## src/hdl/sd_spi_data_block_receiver_defines.svh

```systemverilog
// ---------------------------------------------------------------------------
// sd_spi_data_block_receiver_defines
// assertion macros shared by the receiver modules
// ---------------------------------------------------------------------------
`ifndef SD_SPI_DATA_BLOCK_RECEIVER_DEFINES_SVH
`define SD_SPI_DATA_BLOCK_RECEIVER_DEFINES_SVH

// same-cycle implication
`define SDR_ASSERT_IMPL(label, clk, rst_n, ante, cons) \
    label: assert property (@(posedge clk) disable iff (!rst_n) (ante) |-> (cons)) \
        else $error("assertion failed");

// next-cycle implication
`define SDR_ASSERT_NEXT(label, clk, rst_n, ante, cons) \
    label: assert property (@(posedge clk) disable iff (!rst_n) (ante) |=> (cons)) \
        else $error("assertion failed");

`endif

```

## src/hdl/sdr_pkg.sv

```systemverilog
// ---------------------------------------------------------------------------
// sdr_pkg
// shared types and codes of the sd spi data block receiver
// ---------------------------------------------------------------------------
package sdr_pkg;

    localparam int MAX_BLOCK_BYTES = 4096;
    localparam int LEN_W           = 13;
    localparam int POLL_W          = 8;
    localparam int CFG_IDX_W       = 2;

    localparam logic OP_START = 1'b0;
    localparam logic OP_BYTE  = 1'b1;

    localparam logic [2:0] ST_OK     = 3'd0;
    localparam logic [2:0] ST_NORESP = 3'd1;
    localparam logic [2:0] ST_LOCKED = 3'd2;
    localparam logic [2:0] ST_PARAM  = 3'd3;
    localparam logic [2:0] ST_READ   = 3'd4;
    localparam logic [2:0] ST_CRC    = 3'd5;
    localparam logic [2:0] ST_BUS    = 3'd6;

    localparam logic [CFG_IDX_W-1:0] CFG_BLOCK_LENGTH = 2'd0;
    localparam logic [CFG_IDX_W-1:0] CFG_POLL_LIMIT   = 2'd1;

    localparam logic [7:0] START_TOKEN    = 8'hFE;
    localparam logic [7:0] TOKEN_LOW_MASK = 8'h1F;

    typedef struct packed {
        logic       op;
        logic [7:0] rx_byte;
        logic       bus_error;
        logic       is_token;
        logic       is_err_token;
        logic [2:0] err_status;
    } sdr_item_t;

    typedef struct packed {
        logic [LEN_W-1:0]  block_length;
        logic [POLL_W-1:0] poll_limit;
    } sdr_cfg_t;

endpackage

```

## src/hdl/sdr_front.sv

```systemverilog
// ---------------------------------------------------------------------------
// sdr_front
// accepts input items, decodes tokens and queues them for the back end
// ---------------------------------------------------------------------------
`include "sd_spi_data_block_receiver_defines.svh"

module sdr_front
(
    input  logic              clk,
    input  logic              rst_n,
    input  logic              s_tvalid,
    output logic              s_tready,
    input  logic [15:0]       s_tdata,   // rx_byte[7:0], bus_error[8], zero fill
    input  logic              s_tuser,   // op
    output logic              q_valid,
    input  logic              q_ready,
    output sdr_pkg::sdr_item_t q_item
);
    import sdr_pkg::*;

    sdr_item_t  entry_reg [2];
    logic       wr_ptr_reg;
    logic       wr_ptr_next;
    logic       rd_ptr_reg;
    logic       rd_ptr_next;
    logic [1:0] count_reg;
    logic [1:0] count_next;
    sdr_item_t  item_in;
    logic       push;
    logic       pop;

    // token decode
    always_comb
    begin
        item_in.op           = s_tuser;
        item_in.rx_byte      = s_tdata[7:0];
        item_in.bus_error    = s_tdata[8];
        item_in.is_token     = (s_tdata[7:0] == START_TOKEN);
        item_in.is_err_token = ((s_tdata[7:0] & ~TOKEN_LOW_MASK) == 8'h00);
        if (s_tdata[4])
            item_in.err_status = ST_LOCKED;
        else if (s_tdata[3])
            item_in.err_status = ST_PARAM;
        else
            item_in.err_status = ST_READ;
    end

    assign s_tready = (count_reg != 2'd2);
    assign push     = s_tvalid && s_tready;
    assign q_valid  = (count_reg != 2'd0);
    assign pop      = q_valid && q_ready;
    assign q_item   = entry_reg[rd_ptr_reg];

    always_comb
    begin
        wr_ptr_next = push ? ~wr_ptr_reg : wr_ptr_reg;
        rd_ptr_next = pop ? ~rd_ptr_reg : rd_ptr_reg;
        count_next  = count_reg;
        if (push && !pop)
            count_next = count_reg + 2'd1;
        else if (pop && !push)
            count_next = count_reg - 2'd1;
    end

    always_ff @(posedge clk or negedge rst_n)
    begin
        if (!rst_n)
        begin
            wr_ptr_reg <= 1'b0;
            rd_ptr_reg <= 1'b0;
            count_reg  <= 2'd0;
        end
        else
        begin
            wr_ptr_reg <= wr_ptr_next;
            rd_ptr_reg <= rd_ptr_next;
            count_reg  <= count_next;
        end
    end

    always_ff @(posedge clk)
    begin
        if (push)
            entry_reg[wr_ptr_reg] <= item_in;
    end

    `SDR_ASSERT_NEXT(a_count_up, clk, rst_n, push && !pop, count_reg == $past(count_reg) + 2'd1)
    `SDR_ASSERT_NEXT(a_count_down, clk, rst_n, pop && !push, count_reg == $past(count_reg) - 2'd1)
    `SDR_ASSERT_IMPL(a_count_range, clk, rst_n, 1'b1, count_reg <= 2'd2)

endmodule

```

## src/hdl/sdr_back.sv

```systemverilog
// ---------------------------------------------------------------------------
// sdr_back
// read sequencer: token poll, payload with crc-16, crc check, status out
// ---------------------------------------------------------------------------
`include "sd_spi_data_block_receiver_defines.svh"

module sdr_back
(
    input  logic               clk,
    input  logic               rst_n,
    input  sdr_pkg::sdr_cfg_t  cfg,
    input  logic               q_valid,
    output logic               q_ready,
    input  sdr_pkg::sdr_item_t q_item,
    output logic               m_tvalid,
    input  logic               m_tready,
    output logic [15:0]        m_tdata,   // payload_byte[7:0], status[10:8], zero fill
    output logic               m_tlast    // last
);
    import sdr_pkg::*;

    localparam logic [2:0] PH_IDLE   = 3'd0;
    localparam logic [2:0] PH_POLL   = 3'd1;
    localparam logic [2:0] PH_DATA   = 3'd2;
    localparam logic [2:0] PH_CRC_HI = 3'd3;
    localparam logic [2:0] PH_CRC_LO = 3'd4;

    localparam logic [15:0] CRC_POLY = 16'h1021;

    function automatic logic [15:0] crc_update(input logic [15:0] crc, input logic [7:0] b);
        logic [15:0] c;
        c = crc ^ {b, 8'h00};
        for (int i = 0; i < 8; i++)
        begin
            if (c[15])
                c = {c[14:0], 1'b0} ^ CRC_POLY;
            else
                c = {c[14:0], 1'b0};
        end
        return c;
    endfunction

    logic [2:0]        phase_reg;
    logic [2:0]        phase_next;
    logic [POLL_W-1:0] poll_count_reg;
    logic [POLL_W-1:0] poll_count_next;
    logic [LEN_W-1:0]  bytes_left_reg;
    logic [LEN_W-1:0]  bytes_left_next;
    logic [15:0]       crc_reg;
    logic [15:0]       crc_next;
    logic [7:0]        crc_high_reg;
    logic [7:0]        crc_high_next;
    logic              out_valid_reg;
    logic [7:0]        out_byte_reg;
    logic [2:0]        out_status_reg;
    logic              out_last_reg;

    logic              pop;
    logic              res_valid;
    logic [7:0]        res_byte;
    logic [2:0]        res_status;
    logic              res_last;
    logic [LEN_W-1:0]  len_eff;
    logic [POLL_W-1:0] limit_eff;
    logic [POLL_W-1:0] poll_inc;
    logic [LEN_W-1:0]  bytes_dec;

    assign q_ready = !out_valid_reg || m_tready;
    assign pop     = q_valid && q_ready;

    always_comb
    begin
        if (cfg.block_length == '0)
            len_eff = LEN_W'(1);
        else if (cfg.block_length > LEN_W'(MAX_BLOCK_BYTES))
            len_eff = LEN_W'(MAX_BLOCK_BYTES);
        else
            len_eff = cfg.block_length;
        limit_eff = (cfg.poll_limit == '0) ? POLL_W'(1) : cfg.poll_limit;
        poll_inc  = poll_count_reg + POLL_W'(1);
        bytes_dec = (bytes_left_reg != '0) ? bytes_left_reg - LEN_W'(1) : bytes_left_reg;
    end

    always_comb
    begin
        phase_next      = phase_reg;
        poll_count_next = poll_count_reg;
        bytes_left_next = bytes_left_reg;
        crc_next        = crc_reg;
        crc_high_next   = crc_high_reg;
        res_valid       = 1'b0;
        res_byte        = 8'h00;
        res_status      = ST_OK;
        res_last        = 1'b0;
        if (pop)
        begin
            if (q_item.op == OP_START)
            begin
                phase_next      = PH_POLL;
                poll_count_next = '0;
                bytes_left_next = len_eff;
                crc_next        = 16'h0000;
                crc_high_next   = 8'h00;
            end
            else if (phase_reg inside {PH_POLL, PH_DATA, PH_CRC_HI, PH_CRC_LO})
            begin
                if (q_item.bus_error)
                begin
                    res_valid  = 1'b1;
                    res_status = ST_BUS;
                    res_last   = 1'b1;
                    phase_next = PH_IDLE;
                end
                else
                begin
                    case (phase_reg)
                        PH_POLL:
                        begin
                            if (q_item.is_token)
                                phase_next = PH_DATA;
                            else if (q_item.is_err_token)
                            begin
                                res_valid  = 1'b1;
                                res_status = q_item.err_status;
                                res_last   = 1'b1;
                                phase_next = PH_IDLE;
                            end
                            else
                            begin
                                poll_count_next = poll_inc;
                                if (poll_inc >= limit_eff)
                                begin
                                    res_valid  = 1'b1;
                                    res_status = ST_NORESP;
                                    res_last   = 1'b1;
                                    phase_next = PH_IDLE;
                                end
                            end
                        end
                        PH_DATA:
                        begin
                            crc_next        = crc_update(crc_reg, q_item.rx_byte);
                            bytes_left_next = bytes_dec;
                            if (bytes_dec == '0)
                                phase_next = PH_CRC_HI;
                            res_valid = 1'b1;
                            res_byte  = q_item.rx_byte;
                        end
                        PH_CRC_HI:
                        begin
                            crc_high_next = q_item.rx_byte;
                            phase_next    = PH_CRC_LO;
                        end
                        default:
                        begin
                            res_valid  = 1'b1;
                            res_last   = 1'b1;
                            res_status = ({crc_high_reg, q_item.rx_byte} == crc_reg) ? ST_OK
                                                                                    : ST_CRC;
                            phase_next = PH_IDLE;
                        end
                    endcase
                end
            end
        end
    end

    always_ff @(posedge clk or negedge rst_n)
    begin
        if (!rst_n)
        begin
            phase_reg      <= PH_IDLE;
            poll_count_reg <= '0;
            bytes_left_reg <= '0;
            crc_reg        <= 16'h0000;
            crc_high_reg   <= 8'h00;
            out_valid_reg  <= 1'b0;
        end
        else
        begin
            phase_reg      <= phase_next;
            poll_count_reg <= poll_count_next;
            bytes_left_reg <= bytes_left_next;
            crc_reg        <= crc_next;
            crc_high_reg   <= crc_high_next;
            if (pop && res_valid)
                out_valid_reg <= 1'b1;
            else if (m_tready)
                out_valid_reg <= 1'b0;
        end
    end

    always_ff @(posedge clk)
    begin
        if (pop && res_valid)
        begin
            out_byte_reg   <= res_byte;
            out_status_reg <= res_status;
            out_last_reg   <= res_last;
        end
    end

    assign m_tvalid = out_valid_reg;
    assign m_tdata  = {5'b00000, out_status_reg, out_byte_reg};
    assign m_tlast  = out_last_reg;

    `SDR_ASSERT_NEXT(a_crc_lo_ends, clk, rst_n, pop && q_item.op == OP_BYTE && phase_reg == PH_CRC_LO, out_valid_reg && out_last_reg && phase_reg == PH_IDLE)
    `SDR_ASSERT_NEXT(a_start_arms, clk, rst_n, pop && q_item.op == OP_START, phase_reg == PH_POLL && crc_reg == 16'h0000 && bytes_left_reg != '0)
    `SDR_ASSERT_IMPL(a_payload_ok, clk, rst_n, out_valid_reg && !out_last_reg, out_status_reg == ST_OK)

endmodule

```

## src/hdl/sd_spi_data_block_receiver.sv

```systemverilog
// ---------------------------------------------------------------------------
// sd_spi_data_block_receiver
// sd card spi single block read: start token poll, payload, crc-16 check
// ---------------------------------------------------------------------------
// Takes one item per clock cycle while the two-entry queue has room. An item
// goes into the queue on the cycle it is accepted and is executed by the
// read sequencer (byte-wide crc-16 update, token decode) once the output
// register is empty or being read; its result, if any, is registered there.
// A start item (tuser 0) arms a read; each byte item (tuser 1) is polled
// for the start token, then passed out as payload, then taken as crc bytes. The
// final status carries tlast. Configuration is taken at any time, one write per
// cycle, and must only change while no read is in flight.
module sd_spi_data_block_receiver
(
    input  logic        clk,
    input  logic        rst_n,
    input  logic        s_tvalid,
    output logic        s_tready,
    input  logic [15:0] s_tdata,    // rx_byte[7:0], bus_error[8], zero fill
    input  logic        s_tuser,    // op
    output logic        m_tvalid,
    input  logic        m_tready,
    output logic [15:0] m_tdata,    // payload_byte[7:0], status[10:8], zero fill
    output logic        m_tlast,    // last
    input  logic        cfg_valid,
    output logic        cfg_ready,
    input  logic [1:0]  cfg_index,
    input  logic [12:0] cfg_data
);
    import sdr_pkg::*;

    logic              q_valid;
    logic              q_ready;
    sdr_item_t         q_item;
    sdr_cfg_t          cfg;
    logic [LEN_W-1:0]  block_length_reg;
    logic [POLL_W-1:0] poll_limit_reg;

    assign cfg_ready = 1'b1;

    always_ff @(posedge clk or negedge rst_n)
    begin
        if (!rst_n)
        begin
            block_length_reg <= LEN_W'(512);
            poll_limit_reg   <= POLL_W'(10);
        end
        else if (cfg_valid && cfg_ready)
        begin
            case (cfg_index)
                CFG_BLOCK_LENGTH: block_length_reg <= cfg_data;
                CFG_POLL_LIMIT:   poll_limit_reg   <= cfg_data[POLL_W-1:0];
                default:          ;
            endcase
        end
    end

    assign cfg.block_length = block_length_reg;
    assign cfg.poll_limit   = poll_limit_reg;

    sdr_front u_front
    (
        .clk      (clk),
        .rst_n    (rst_n),
        .s_tvalid (s_tvalid),
        .s_tready (s_tready),
        .s_tdata  (s_tdata),
        .s_tuser  (s_tuser),
        .q_valid  (q_valid),
        .q_ready  (q_ready),
        .q_item   (q_item)
    );

    sdr_back u_back
    (
        .clk      (clk),
        .rst_n    (rst_n),
        .cfg      (cfg),
        .q_valid  (q_valid),
        .q_ready  (q_ready),
        .q_item   (q_item),
        .m_tvalid (m_tvalid),
        .m_tready (m_tready),
        .m_tdata  (m_tdata),
        .m_tlast  (m_tlast)
    );

endmodule

```

## config.mk

```make
export PLATFORM = sky130hd
export DESIGN_NAME = sd_spi_data_block_receiver
export DESIGN_NICKNAME = d
export VERILOG_FILES = /design/src/hdl/sdr_pkg.sv /design/src/hdl/sdr_front.sv /design/src/hdl/sdr_back.sv /design/src/hdl/sd_spi_data_block_receiver.sv
export VERILOG_INCLUDE_DIRS = /design/src /design/src/hdl
export SDC_FILE = /design/constraint.sdc
export NUM_CORES = 1
export LEC_CHECK = 0
export BUFFER_PORTS_ARGS = -buffer_cell sky130_fd_sc_hd__buf_2
export CAP_MARGIN = 20
export CORE_UTILIZATION = 45
export CTS_BUF_LIST = sky130_fd_sc_hd__clkbuf_16
export DETAILED_ROUTE_END_ITERATION = 10
export PLACE_DENSITY = 0.72
export SYNTH_ARGS = -nofsm -noshare
export SYNTH_HDL_FRONTEND = slang
export SYNTH_SLANG_ARGS = --single-unit
```

## constraint.sdc

```tcl
create_clock -name clk -period 3.6 [get_ports clk]
set_input_delay 0.72 -clock clk [delete_from_list [all_inputs] [get_ports clk]]
set_output_delay 0.72 -clock clk [all_outputs]
set_load 0.02 [all_outputs]
```

==> flow_summary_export.csv <==
group,metric,value,unit
power,power_per_cell_area,926,mW/mm^2
logic_synthesis,syn_area,0.00578,sq mm
power,vdd_drop_max,0.464,mV
place,dp.cells,722,
timing,tightest_slew,0.903,ns
clock_network,clock_path_buffers,2,
place,place.gp.congestion,0.847,
power,power_frac_comb,0.386,
critical_path,worstPathRequired,3.63,ns
power,p_sw,2.40,mW
global_routing,antenna_found_initial,0,
final_layout,largest_reg_flops,30,
route,drt_iter0_drc,321,
logic_synthesis,synth_cell_types,61,
power,p_sw_frac,0.381,
route,ant_nets,0,
critical_path,crit_chain,"and3_1, and3_1, nand3_1, xnor2_1, ha_1, nand3_1, a211o_1, a21boi_0, nor2_1, nor2_1",
final_layout,antenna_cells,0,
final_layout,nets,617,
logic_synthesis,synth_edf_count,42,
clock_network,ctsHoldBuffers,0,
timing,setup_viol,0,
place,io_buffers,43,
power,seqPwrFrac,0.343,
run_status,status,"completed",
job,maxCapViolCount,0,
route,wl_per_cell,16.1,um
timing,hold_ws,0.345,ns
timing,fin_skew,0.00660,ns
timing,min_period_over_period,0.932,
timing,fmax,0.298,GHz
logic_synthesis,ys.warnings.count,0,
route,wl,12.1,mm
route,routed-via-count,4134,
timing,final_max_slew_viol_count,0,
place,place_ws,0.251,ns
floorplanning,dieArea,0.0133,sq mm
floorplanning,start_util,0.460,
critical_path,crit_fanout,12,
place,hpwl,8.34,mm
logic_synthesis,synth.avg_cell_area,11.2,sq um
global_routing,grt_pass1_vias,4085,
timing,fin_tns_setup,0,ns
power,p_leak,2.81,nW
global_routing,grt_pass1_wl,20.2,mm
route,drc,0,
power,clkPwrFrac,0.271,
floorplanning,io_pins,57,
timing,worst_slack,0.243,ns
timing,slew_headroom,0.396,
floorplanning,die_w,115,um
floorplanning,rows,41,
clock_network,cts_sinks,116,
clock_network,insertion_delay,0.41,ns
clock_network,clockRootBuffer,"clkbuf_16",
logic_synthesis,postSynth.asyncResetShare,0.638,
logic_synthesis,seq_area_frac_synth,0.539,
critical_path,crit_slowest_cell,"nor2_1",
logic_synthesis,yosys.area.top_type,"dfrtp_1",
critical_path,cp-start-kind,"register",
logic_synthesis,synth_area_leaders,"dfrtp_1 31%, edfxtp_1 22%, xnor2_1 6.2%",
route,via_per_inst,5.49,
critical_path,worstPathArrival,3.39,ns
logic_synthesis,synth.most_common_cell,"dfrtp_1",
logic_synthesis,ys_ff_latch,116,
clock_network,post_cts_buffers,0,
final_layout,drive_above_1_share,0.212,
clock_network,htree_levels,4,
floorplanning,coreArea,0.0126,sq mm
global_routing,overflow,0,
timing,fin_crit,3.36,ns
clock_network,cts_tree,"built",
timing,rsz0062_at_grt,"no",
critical_path,cpPeakStageDelay,0.71,ns
clock_network,clk_pin_slew,0.05,ns
critical_path,critPathCaptureType,"register",
final_layout,syn_to_final_growth,17.7,%
clock_network,numCtsBuffers,17,
critical_path,critical_path_class,"reg2reg",
floorplanning,die_h,115,um
route,drt-pass1-iter-count,5,
clock_network,post_cts_resized,0,
power,internal_power,3.90,mW
final_layout,fin_cells,753,
logic_synthesis,synth_top_area_share,0.307,
global_routing,track_usage,0.199,
logic_synthesis,synthFlopType,"dfrtp_1",
logic_synthesis,yosys-top-cells-count,"71 x dfrtp_1, 45 x nand2_1, 42 x edfxtp_1, 41 x xnor2_1, 37 x nor2_1",
timing,hold_viol_final,0,
min_path,min_path_type,"in2async",
global_routing,grt_max_degree,45,
logic_synthesis,syn_inst,514,
-- cells in the final DEF, fill, tap and decap left out, types with 6 or more instances in the layout --
master     instances
nand2_1           45
buf_4             12
nand3_1           12
o21ai_0           28
or3_1              6
edfxtp_1          42
mux2i_1           11
a21oi_1           12
o31ai_1           18
inv_1             16
mux2_2            24
ha_1              11
clkbuf_16         17
nor3_1            11
nor2_1            37
xnor2_1           41
a22o_1             6
buf_2             43
nor4_1             9
dfrtp_1           71
conb_1             6
xor2_1            11
-- routing by layer --
metal,vias up,part of all wire,GRT usage
met5,-,0,0
met4,0,0.014,0.0693
met3,19,0.042,0.0527
met2,107,0.49,0.321
met1,2015,0.46,0.259
li1,1993,-,-
-- per-stage QoR --
step | util | area [sq um] | power (mW)
after global routing | 0.541 | 6800 | 6.68
after detailed placement | 0.493 | 6200 | 4.58
final | 0.541 | 6800 | 6.30
after CTS | 0.541 | 6800 | 6.33
after global placement | 0.493 | 6200 | 4.49
after floorplan | - | 5790 | 3.93
-- critical path, delay by kind of cell (launching register included) --
kind,cells,cell delay (ns)
simple gates,6,1.44
compound gates,2,0.63
flops,1,0.41
fa+ha+maj,1,0.33
xor+xnor,1,0.16
-- final timing paths --
kind | endpoint | slack [ns] | cells past startpoint | start
worst min-delay path | u_back.crc_reg[1] | 0.35 | 2 | rst_n
max in group asynchronous | poll_limit_reg[3] | 2.81 | 2 | rst_n
worst max-delay path | u_back.out_byte_reg[7] | 0.24 | 10 | u_back.poll_count_reg[0]
worst min register to register | u_front.count_reg[1] | 0.49 | 1 | u_front.count_reg[1]
worst max register to register | u_back.out_byte_reg[7] | 0.24 | 10 | u_back.poll_count_reg[0]
min in group clk | u_front.count_reg[1] | 0.49 | 1 | u_front.count_reg[1]
-- power by group through the flow --
stage,combinational (mW),sequential (mW),clock [mW]
after floorplan,1.77,2.16,0
after global placement,2.34,2.15,0
after detailed placement,2.41,2.17,0
after CTS,2.43,2.16,1.74
after global routing,2.68,2.21,1.80
final,2.43,2.16,1.71
-- cell type report --
class                           count  area [sq um]
Fill cell                        1043          5770
Sequential cell                   116          3120
Multi-Input combinational cell    362          2500
Clock buffer                       17           425
Timing Repair Buffer               55           305
Tap cell                          172           215
Clock inverter                     14           176
Inverter                           17          63.8
-- cell families (layout without fill, tap and decap cells) --
kind of cell    Yosys count  after routing  share of synthesized area
fa+ha+maj                11             11                     0.0238
simple gates            156            156                      0.137
other cells               2              6                    0.00130
mux                      37             37                     0.0695
xor+xnor                 52             52                     0.0788
flops                   116            116                      0.539
compound gates          100            100                      0.118
buf+inv                  40            103                     0.0323
No activity file was read; power rests on OpenSTA's default activity.
